File: config.mk
export PLATFORM = sky130hd
export DESIGN_NAME = callback_yield_reformer_unit
export DESIGN_NICKNAME = d
export VERILOG_FILES = /design/src/hw/rtl/cyr_pkg.sv /design/src/hw/rtl/cyr_cell.sv /design/src/hw/rtl/callback_yield_reformer_unit.sv
export SDC_FILE = /design/constraint.sdc
export NUM_CORES = 2
export LEC_CHECK = 0
export BUFFER_PORTS_ARGS = -buffer_cell sky130_fd_sc_hd__clkbuf_2
export CAP_MARGIN = 10
export CORE_ASPECT_RATIO = 1.2
export CORE_UTILIZATION = 55
export CTS_CLUSTER_SIZE = 10
export DETAILED_ROUTE_END_ITERATION = 12
export GPL_ROUTABILITY_DRIVEN = 0
export HOLD_SLACK_MARGIN = 0.1
export PLACE_DENSITY = 0.74
export SLEW_MARGIN = 20
export SYNTH_ARGS = -nofsm -noshare
export SYNTH_HDL_FRONTEND = slang
export SYNTH_HIERARCHICAL = 1
export SYNTH_SLANG_ARGS = --single-unit
export TNS_END_PERCENT = 5
File: constraint.sdc
create_clock -name clk -period 4.5 [get_ports clk]
set_input_delay 1.125 -clock clk [delete_from_list [all_inputs] [get_ports clk]]
set_output_delay 1.125 -clock clk [all_outputs]
set_load 0.005 [all_outputs]
File: src/hw/rtl/cyr_pkg.sv
// Shared types and constants of the callback yield reformer.
// Request and result codes, the candidate entry and both channel payloads.
// No dependencies.
`timescale 1ns / 1ps
package cyr_pkg;

  localparam int NUM_LANES_DEF   = 8;
  localparam int NUM_WARPS_DEF   = 16;
  localparam int QUEUE_DEPTH_DEF = 64;

  typedef enum logic [1:0] {
    REQ_PUSH  = 2'd0,
    REQ_CLEAR = 2'd1,
    REQ_DRAIN = 2'd2,
    REQ_NONE  = 2'd3
  } req_t;

  localparam logic RK_YIELD = 1'b0;
  localparam logic RK_DROP  = 1'b1;
  localparam logic [1:0] KIND_PROC = 2'd1;

  typedef struct packed {
    logic [3:0]  warp;
    logic [4:0]  slot;
    logic [2:0]  lane;
    logic [15:0] group;
    logic [1:0]  kind;
  } entry_t;

  typedef struct packed {
    logic [1:0]  req_type;
    logic [3:0]  warp_num;
    logic [4:0]  slot_num;
    logic [2:0]  lane_num;
    logic [15:0] table_group;
    logic [1:0]  callback_kind;
  } in_t;

  typedef struct packed {
    logic        result_kind;
    logic [3:0]  yield_warp;
    logic [15:0] yield_group;
    logic [2:0]  yield_lane;
    logic [1:0]  yield_kind;
    logic        yield_status;
    logic [4:0]  yield_slot;
    logic [7:0]  lane_mask;
    logic        last;
  } out_t;

  typedef struct packed {
    logic shift;
    logic load;
  } cell_ctrl_t;

endpackage

File: src/hw/rtl/cyr_cell.sv
// One queue cell: holds a candidate entry, shifts from its upper neighbor.
// Depends on cyr_pkg.
`timescale 1ns / 1ps
module cyr_cell
  import cyr_pkg::*;
(
  input  logic       clk,
  input  cell_ctrl_t ctrl,
  input  entry_t     nbr,
  input  entry_t     wr_data,
  output entry_t     q
);

  entry_t q_r;

  // load wins over shift: the kept head re-enters at the tail
  always_ff @(posedge clk) begin
    if (ctrl.load) begin
      q_r <= wr_data;
    end else if (ctrl.shift) begin
      q_r <= nbr;
    end
  end

  assign q = q_r;

endmodule

File: src/hw/rtl/callback_yield_reformer_unit.sv
// Top level of the callback yield reformer: chain of queue cells, warp gates,
// lane record store and the drain sequencer. Depends on cyr_pkg, cyr_cell.
//
// Usage: an input transaction is taken when start is high and busy is low.
// A push on a full queue returns one drop record on the next cycle; a clear
// returns nothing.
// A drain rotates the queue once through the cell chain, one entry per cycle
// (popping at cell 0 and re-entering kept entries at the tail), then, if an
// entry was taken, walks the lanes one per cycle up to the last lane taken,
// emitting a record for each lane taken.
// Results appear on out_item for exactly one cycle with out_valid high; the
// receiver cannot stall. Reset (rst_n low, synchronous) empties the queue
// and clears every warp gate; entry storage is not cleared.
`timescale 1ns / 1ps
module callback_yield_reformer_unit
  import cyr_pkg::*;
#(
  parameter int NUM_LANES   = NUM_LANES_DEF,
  parameter int NUM_WARPS   = NUM_WARPS_DEF,
  parameter int QUEUE_DEPTH = QUEUE_DEPTH_DEF
) (
  input  logic clk,
  input  logic rst_n,
  input  logic start,
  input  in_t  in_item,
  output logic busy,
  output logic out_valid,
  output out_t out_item
);

  localparam int CW  = $clog2(QUEUE_DEPTH + 1);
  localparam int LIW = (NUM_LANES > 1) ? $clog2(NUM_LANES) : 1;

  typedef enum logic [1:0] {S_IDLE, S_SCAN, S_EMIT} state_t;

  state_t                 state_r;
  logic [CW-1:0]          count_r, rem_r;
  logic [NUM_WARPS-1:0]   busy_r;
  logic [NUM_LANES-1:0]   taken_r;
  logic                   found_r;
  logic [3:0]             aw_r;
  logic [15:0]            ag_r;
  logic [LIW-1:0]         idx_r;
  logic [1:0]             lkind_r [NUM_LANES];
  logic [4:0]             lslot_r [NUM_LANES];
  logic                   out_valid_r;
  out_t                   out_r;

  entry_t                 cell_q [QUEUE_DEPTH];
  cell_ctrl_t             cell_ctrl [QUEUE_DEPTH];
  entry_t                 wr_data;
  entry_t                 head;

  logic accept, do_push, warp_ok, lane_ok, full;
  logic head_busy, head_warp_ok, head_match, head_anchor, head_take, rot;
  logic [31:0] taken32;
  logic        lane_hit, lane_last;
  logic [1:0]  sel_kind;
  logic [4:0]  sel_slot;

  assign accept  = start && !busy;
  assign warp_ok = int'(in_item.warp_num) < NUM_WARPS;
  assign lane_ok = int'(in_item.lane_num) < NUM_LANES;
  assign full    = count_r == CW'(QUEUE_DEPTH);
  assign do_push = accept && in_item.req_type == REQ_PUSH && warp_ok && lane_ok && !full;
  assign head    = cell_q[0];
  assign rot     = state_r == S_SCAN && rem_r != '0;

  always_comb begin
    head_busy = 1'b1;
    for (int k = 0; k < NUM_WARPS; k++) begin
      if (k == int'(head.warp)) head_busy = busy_r[k];
    end
    head_warp_ok = int'(head.warp) < NUM_WARPS;
    head_match   = 1'b0;
    for (int k = 0; k < NUM_LANES; k++) begin
      if (k == int'(head.lane)) head_match = !taken_r[k];
    end
    head_match  = head_match && found_r && head.warp == aw_r && head.group == ag_r;
    head_anchor = !found_r && head_warp_ok && !head_busy;
    head_take   = head_match || head_anchor;
  end

  // push writes at the tail; a kept head re-enters at the shrunk tail
  always_comb begin
    if (rot) begin
      wr_data = head;
    end else begin
      wr_data.warp  = in_item.warp_num;
      wr_data.slot  = in_item.slot_num;
      wr_data.lane  = in_item.lane_num;
      wr_data.group = in_item.table_group;
      wr_data.kind  = in_item.callback_kind;
    end
  end

  for (genvar i = 0; i < QUEUE_DEPTH; i++) begin : g_cell
    entry_t nbr;
    if (i == QUEUE_DEPTH - 1) begin : g_top
      assign nbr = wr_data;
    end else begin : g_mid
      assign nbr = cell_q[i+1];
    end
    assign cell_ctrl[i].shift = rot;
    assign cell_ctrl[i].load  = (do_push && count_r == CW'(i)) ||
                                (rot && !head_take && (count_r - 1'b1) == CW'(i));
    cyr_cell u_cell (
      .clk     (clk),
      .ctrl    (cell_ctrl[i]),
      .nbr     (nbr),
      .wr_data (wr_data),
      .q       (cell_q[i])
    );
  end

  // lane walk selection
  always_comb begin
    taken32  = 32'(taken_r);
    lane_hit = taken_r[idx_r];
    lane_last = (taken32 >> (32'(idx_r) + 32'd1)) == 32'd0;
    sel_kind = lkind_r[idx_r];
    sel_slot = lslot_r[idx_r];
  end

  always_ff @(posedge clk) begin
    if (rot && head_take) begin
      for (int k = 0; k < NUM_LANES; k++) begin
        if (k == int'(head.lane)) begin
          lkind_r[k] <= head.kind;
          lslot_r[k] <= head.slot;
        end
      end
    end
  end

  always_ff @(posedge clk) begin
    if (!rst_n) begin
      state_r     <= S_IDLE;
      count_r     <= '0;
      rem_r       <= '0;
      busy_r      <= '0;
      taken_r     <= '0;
      found_r     <= 1'b0;
      idx_r       <= '0;
      out_valid_r <= 1'b0;
      out_r       <= '0;
    end else begin
      out_valid_r <= 1'b0;
      case (state_r)
        S_IDLE: begin
          if (accept) begin
            case (in_item.req_type)
              REQ_PUSH: begin
                if (warp_ok && lane_ok) begin
                  if (full) begin
                    out_valid_r <= 1'b1;
                    out_r       <= '{result_kind: RK_DROP, default: '0};
                  end else begin
                    count_r <= count_r + 1'b1;
                  end
                end
              end
              REQ_CLEAR: begin
                for (int k = 0; k < NUM_WARPS; k++) begin
                  if (k == int'(in_item.warp_num)) busy_r[k] <= 1'b0;
                end
              end
              REQ_DRAIN: begin
                state_r <= S_SCAN;
                rem_r   <= count_r;
                taken_r <= '0;
                found_r <= 1'b0;
              end
              default: ;
            endcase
          end
        end
        S_SCAN: begin
          if (rem_r != '0) begin
            rem_r <= rem_r - 1'b1;
            if (head_take) begin
              count_r <= count_r - 1'b1;
              for (int k = 0; k < NUM_LANES; k++) begin
                if (k == int'(head.lane)) taken_r[k] <= 1'b1;
              end
            end
            if (head_anchor) begin
              found_r <= 1'b1;
              aw_r    <= head.warp;
              ag_r    <= head.group;
            end
          end else if (found_r) begin
            for (int k = 0; k < NUM_WARPS; k++) begin
              if (k == int'(aw_r)) busy_r[k] <= 1'b1;
            end
            idx_r   <= '0;
            state_r <= S_EMIT;
          end else begin
            state_r <= S_IDLE;
          end
        end
        S_EMIT: begin
          if (lane_hit) begin
            out_valid_r <= 1'b1;
            out_r       <= '{result_kind:  RK_YIELD,
                             yield_warp:   aw_r,
                             yield_group:  ag_r,
                             yield_lane:   3'(idx_r),
                             yield_kind:   sel_kind,
                             yield_status: sel_kind == KIND_PROC,
                             yield_slot:   sel_slot,
                             lane_mask:    lane_last ? taken32[7:0] : 8'd0,
                             last:         lane_last};
          end
          if ((lane_hit && lane_last) || int'(idx_r) == NUM_LANES - 1) begin
            state_r <= S_IDLE;
          end else begin
            idx_r <= idx_r + 1'b1;
          end
        end
        default: state_r <= S_IDLE;
      endcase
    end
  end

  assign busy      = state_r != S_IDLE;
  assign out_valid = out_valid_r;
  assign out_item  = out_r;

  a_count_bound: assert property (@(posedge clk) disable iff (!rst_n)
    count_r <= CW'(QUEUE_DEPTH))
    else $error("queue count beyond depth");

  a_last_mask: assert property (@(posedge clk) disable iff (!rst_n)
    out_valid && out_item.last |-> out_item.lane_mask != 8'd0 || NUM_LANES > 8)
    else $error("last record without lane mask");

  a_drop_clean: assert property (@(posedge clk) disable iff (!rst_n)
    out_valid && out_item.result_kind |-> !out_item.last && out_item.lane_mask == 8'd0)
    else $error("drop record carries yield fields");

  a_drop_on_full: assert property (@(posedge clk) disable iff (!rst_n)
    accept && in_item.req_type == REQ_PUSH && warp_ok && lane_ok && full
    |=> out_valid && out_item.result_kind)
    else $error("push on full queue not reported");

endmodule

# Word-level counts from Yosys, hierarchy flattened

Memories as Yosys holds them, arrays and structs flattened. A register that Yosys moved wholly into a read port is not among the register bits.
Index checks and enable logic that the tools add are counted.

Register bits: 2026
Memory bits (writable): 56
Input port bits: 35
Output and inout port bits: 43
Memories kept: 2

Memory list:

| memory  | depth | width | rd ports | clocked after Yosys merged registers in | wr ports | RTL line                           | source |
|---|---|---|---|---|---|---|---|
| lslot_r | 8     | 5     | 1        | 1                                       | 1        | callback_yield_reformer_unit.sv:45 | `logic [4:0] lslot_r [NUM_LANES];` |
| lkind_r | 8     | 2     | 1        | 1                                       | 1        | callback_yield_reformer_unit.sv:44 | `logic [1:0] lkind_r [NUM_LANES];` |

Add/subtract/negate cells: 5
Magnitude comparators: 1
Equal/unequal tests: 241
Shifts and indexed selects: 1
Mux-type cells: 311
Reduce and logical (&&, ||, !) cells: 341

Operators by type and width:

| cell                                                                  | count |
|---|---|
| 30-bit two-way mux                                                    | 129 |
| 7-bit by 6-bit equality test with 1-bit output, second input constant | 64 |
| 7-bit by 5-bit equality test with 1-bit output, second input constant | 32 |
| 41-bit two-way mux                                                    | 4 |
| 1-bit logical AND                                                     | 139 |
| 2-bit nonzero test                                                    | 68 |
| 7-bit by 4-bit equality test with 1-bit output, second input constant | 16 |
| 7-bit AND reduction                                                   | 16 |
| 1-bit two-way mux                                                     | 111 |
| 4-bit equality test, first input constant                             | 24 |
| 41-bit one-hot mux with 2 select lines                                | 1 |
| 1-bit logical OR                                                      | 66 |
| 16-bit two-way mux                                                    | 4 |
| 3-bit two-way mux                                                     | 21 |
| 7-bit by 3-bit equality test with 1-bit output, second input constant | 8 |
| 7-bit two-way mux                                                     | 8 |
| 2-bit by 1-bit != test with 1-bit output, second input constant       | 27 |
| 2-bit != test, second input constant                                  | 27 |
| 6-bit AND reduction                                                   | 9 |
| 3-bit by 4-bit equality test with 1-bit output, first input constant  | 12 |
| 8-bit two-way mux                                                     | 5 |
| 5-bit two-way mux                                                     | 7 |
| 5-bit OR reduction                                                    | 7 |
| 32-bit zero test                                                      | 1 |
| other kinds (36)                                                      | 94 |

# Depth between registers and ports, before layout

Depth in word-level cells: 31
Gate-level depth with buffers: 11

# Modules after synthesis

The synthesis kept the hierarchy.

Modules (own cells, without submodules):

| module                       | instances | cells each | area each (µm²) | seq. area each (µm²) |
|---|---|---|---|---|
| cyr_cell                     | 64        | 64         | 1278.7          | 900.9 |
| callback_yield_reformer_unit | 1         | 938        | 8665.8          | 4063.9 |

# Worst setup path before layout

No wires, ideal clock.

Path type: register -> register
Start point: register state_r[0]
End point: register g_cell[63].u_cell.q_r, in the netlist g_cell[63].u_cell/q[28], data pin
Data arrival time: 4.377 ns
Required time: 4.347 ns
Slack: -0.030 ns
Stages on the path, launching flop included: 9
Buffers on the path: 4
Clock period less this slack: 4.530 ns
Cell sequence: dfxtp_1 > clkbuf_1 > nor2b_1 > clkbuf_1 > o21ai_0 > clkbuf_1 > buf_2 > o21ai_0 > mux2_2

RTL lines:

| what                   | RTL line                            | source |
|---|---|---|
| start, declared        | callback_yield_reformer_unit.sv:36  | `state_t state_r;` |
| start signal, assigned | callback_yield_reformer_unit.sv:138 | `state_r <= S_IDLE;` |
| start signal, assigned | callback_yield_reformer_unit.sv:169 | `state_r <= S_SCAN;` |
| start signal, assigned | callback_yield_reformer_unit.sv:197 | `state_r <= S_EMIT;` |
| end signal, assigned   | cyr_cell.sv:19                      | `q_r <= wr_data;` |
| end signal, assigned   | cyr_cell.sv:21                      | `q_r <= nbr;` |
| end, declared          | cyr_cell.sv:14                      | `entry_t q_r;` |

==> metrics.log <==
[metrics] clock tree from TritonCTS: built
[metrics] Row Count: between 150 and 200
[metrics] Pre-antenna DRT Iters: 5
[metrics] Post-Route Setup TNS: 0 ps
[metrics] Slowest cell on crit path: edfxtp_1
[metrics] port bufs: 77
[metrics] WL/cell: 24.5 um
[metrics] Worst Clk Skew: 37.5 ps
[metrics] worst endpoint data arrival time: 4950 ps
[metrics] Final Worst Setup Slack: roughly 140 ps
[metrics] Register Area: around 62000 sq um
[metrics] synthesized-area fraction occupied by and/or/nand/nor cells: 0.0222
[metrics] Post-Place Cells: 7135
[metrics] upper clock frequency limit: 229 MHz
[metrics] overall die area: 166000 sq um
[metrics] unrepaired setup endpoints after global routing: false
[metrics] initial core utilization: 0.555
[metrics] Max transition margin: 0.236
[metrics] post-route minimum period: 4360 ps
[metrics] mean number of vias per cell: between 6 and 7
[metrics] number of pins with negative max-slew slack in the final report: 0
[metrics] leakage dissipation: about 32 nW
[metrics] total of flip-flops plus latches after synthesis: between 2000 and 2500
[metrics] syn_nets: 5078
[metrics] filler cell count: 11321
[metrics] sinks on the clock net: 2085
[metrics] Reg clk slew, reported paths: roughly 60 ps
[metrics] share of the synthesized area in the top cell type: 0.662
[metrics] fraction of synthesized area in multiplexers: 0.246
[metrics] worst setup slack before clock tree synthesis: 306 ps
[metrics] combinational family with the most area after synthesis: multiplexers
[metrics] XOR/XNOR share of the synthesized area: 0.00232
[metrics] path class of the lowest-slack min-delay path: register to register
[metrics] overall routing resource usage: 0.221
[metrics] Via Count: roughly 45000
[metrics] Adder-Cell Fraction of Synth Area: 0.00124
[metrics] total wire length after detailed routing: between 150 and 200 mm
[metrics] CP Class: register to register
[metrics] level count of the clock H-tree: 4
[metrics] dominant register cell in the synthesized netlist: edfxtp_1
[metrics] via count of the first global-routing pass: 46139
[metrics] largest stage delay on the critical path: about 730 ps
[metrics] post-route cell area: 99900 sq um
[metrics] R2R Setup Slk: about 140 ps
[metrics] share of the clock period used by the worst path after layout: 0.968
[metrics] Ant. Diodes: 0
[metrics] area of combinational cells with multiple inputs: 27000 sq um
[metrics] power per unit of standard cell area: 391 nW/um^2
[metrics] complex-gate fraction of the synthesized area: 0.0183
[metrics] category of the worst setup path launch point: register
[metrics] TritonCTS Buffers: 228
[metrics] count of maximum capacitance violations: 0
[metrics] global-route wire length before repair: 281 mm
[metrics] maximum buffer depth of the clock tree: 3
[metrics] Clk Latency, worst-skew pair: 850 ps
[metrics] total chip power: around 39 mW
[metrics] number of instances resized during post-cts repair: 0
[metrics] DRC violation total after the first TritonRoute iteration: between 3000 and 4000
[metrics] most frequent standard cell in the layout excluding fill and tap cells: edfxtp_1
[metrics] post-route worst hold slack: between 400 and 500 ps
[metrics] postcts setup bufs: 0
[metrics] number of hold-repair buffers added at the cts stage: 0
[metrics] post-route antenna net violation count: 0
[metrics] Finished Core Util: 0.613
[metrics] Synth area leader: edfxtp_1
[metrics] global route total overflow: 0
[metrics] Non-Filler Instances: approximately 7400
[metrics] number of synthesized flops with an enable pin: 1996
[metrics] largest fanout on the critical path: 25
[metrics] number of I/O pins: 78
[metrics] Core Box Area: 163000 sq um
[metrics] maximum vdd ir drop: 0.392 mV
[metrics] crit-path cells: mux2i_1 -> a221o_1 -> a31oi_1 -> or3_1 -> nand4_2 -> buf_4 -> o22ai_4 -> buf_4 -> mux2_2
[metrics] ys async rst share: 0
[metrics] number of hold violations in the final report: 0
[metrics] HPWL reported at the end of detailed placement: between 100 and 150 mm
[metrics] area delta synth->final: 10.4%
[metrics] Die Span X: approximately 370 um
[metrics] maximum number of pins on one net before global-route repair: between 60 and 70
[metrics] worst slew pin tran: approximately 1100 ps
[metrics] post-synthesis instance total: ~5000
[metrics] Final Setup Violations: 0
[metrics] synth warn: 6
[metrics] Worst Path Required: 5100 ps
[metrics] Net count, final: 5277
[metrics] most frequent cell on the critical path: buf_4
[metrics] DP Area: 93600 sq um
[metrics] type of element capturing the critical path: register
[metrics] number of distinct library cells after synthesis: 66
[metrics] Avg Synthesized Cell Area: 18.0 sq um
[metrics] Remaining DRCs: 0
[metrics] fraction of layout instances using a drive strength above 1: 0.492
[metrics] result of the run: finished clean
[metrics] buffer type at the clock tree root: clkbuf_16
[metrics] antenna violations before repair: 1
[metrics] fraction of the yosys area taken by sequential cells: 0.682
[metrics] netlist area before placement: slightly above 90000 sq um
[metrics] Largest delay share family, worst path: simple AND/OR/NAND/NOR gates
[metrics] Buf/Inv on CP: 2
[metrics] Vert. Die Dim: 446 um
[metrics] commonest non-fill, non-tap cells in the layout: 1996 x edfxtp_1, 1926 x mux2_2, 228 x clkbuf_16, 134 x nand2_1, 117 x buf_4
[metrics] top cells by area in the synthesized netlist: edfxtp_1 66%, mux2_2 24%, buf_6 2.4%, dfxtp_1 2.0%, nand2_1 0.67%
[routing by layer]
| metal | vias up | wire [um] | GRT usage |
|---|---|---|---|
| li1 | 19963 | - | - |
| met1 | 23243 | 74800 | 0.290 |
| met2 | 1440 | 91500 | 0.374 |
| met3 | 330 | 10400 | 0.0385 |
| met4 | 0 | 5170 | 0.0704 |
| met5 | - | 0 | 0 |
[cell type report]
type	instances	area share
tap	2132	0.0267
clock buffer	269	0.0590
multi-input combinational	2660	0.270
inverter	19	0.000727
sequential	2085	0.618
timing repair buffer	239	0.0217
clock inverter	20	0.00348
[Yosys cell counts (8+ instances only)]
master / n
nand4_1: 8
o22ai_1: 65
a21oi_1: 58
inv_1: 18
nor2_1: 93
mux2_2: 1926
a31oi_1: 8
nor3_1: 15
or2_2: 65
a22oi_1: 37
o21ai_0: 37
ha_1: 9
o211ai_1: 11
xnor2_1: 17
nor2b_1: 9
edfxtp_1: 1996
nand3_1: 9
clkbuf_1: 53
dfxtp_1: 89
buf_2: 14
mux2i_1: 15
nand2b_1: 15
buf_6: 194
nand2_1: 162
mux4_2: 17
[cell families after synthesis]
kind of cell	count (synthesis)
fa+ha+maj	9
flops	2085
mux	1958
buf+inv	289
compound gates	252
simple gates	417
xor+xnor	24
[sequential cells by signal, summed over array words and instances, names as in the netlist, 4 cells and up, named ones only]
register,count
ag_r,16
aw_r,4
busy_r,16
count_r,7
g_cell.u_cell/q,1920
lkind_r,16
lslot_r,40
out_item,41
rem_r,7
taken_r,8
[tightest hold or removal path: stages, from the launching register on]
cell	delay, ps
dfxtp_1	310
inv_1	50
a211oi_1	50
[worst paths after layout]
| kind | from | endpoint | cells past startpoint |
|---|---|---|---|
| max reg2reg | g_cell[0].u_cell/q[26]$_DFFE_PP_ | g_cell[0].u_cell/q[0]$_DFFE_PP_ | 9 |
| min reg2reg | out_item[40]$_SDFFE_PN0P_ | out_item[40]$_SDFFE_PN0P_ | 2 |
| max | g_cell[0].u_cell/q[26]$_DFFE_PP_ | g_cell[0].u_cell/q[0]$_DFFE_PP_ | 9 |
| min | out_item[40]$_SDFFE_PN0P_ | out_item[40]$_SDFFE_PN0P_ | 2 |
[report_power, final]
part	leakage, nW	switching (mW)	total [mW]	internal [mW]
Clock	3.02	7.06	16.2	9.10
Sequential	18.7	0.108	21.5	21.4
Combinational	9.88	0.979	1.33	0.349
Total	31.6	8.15	39.0	30.9
(Power assumes the default switching activity.)
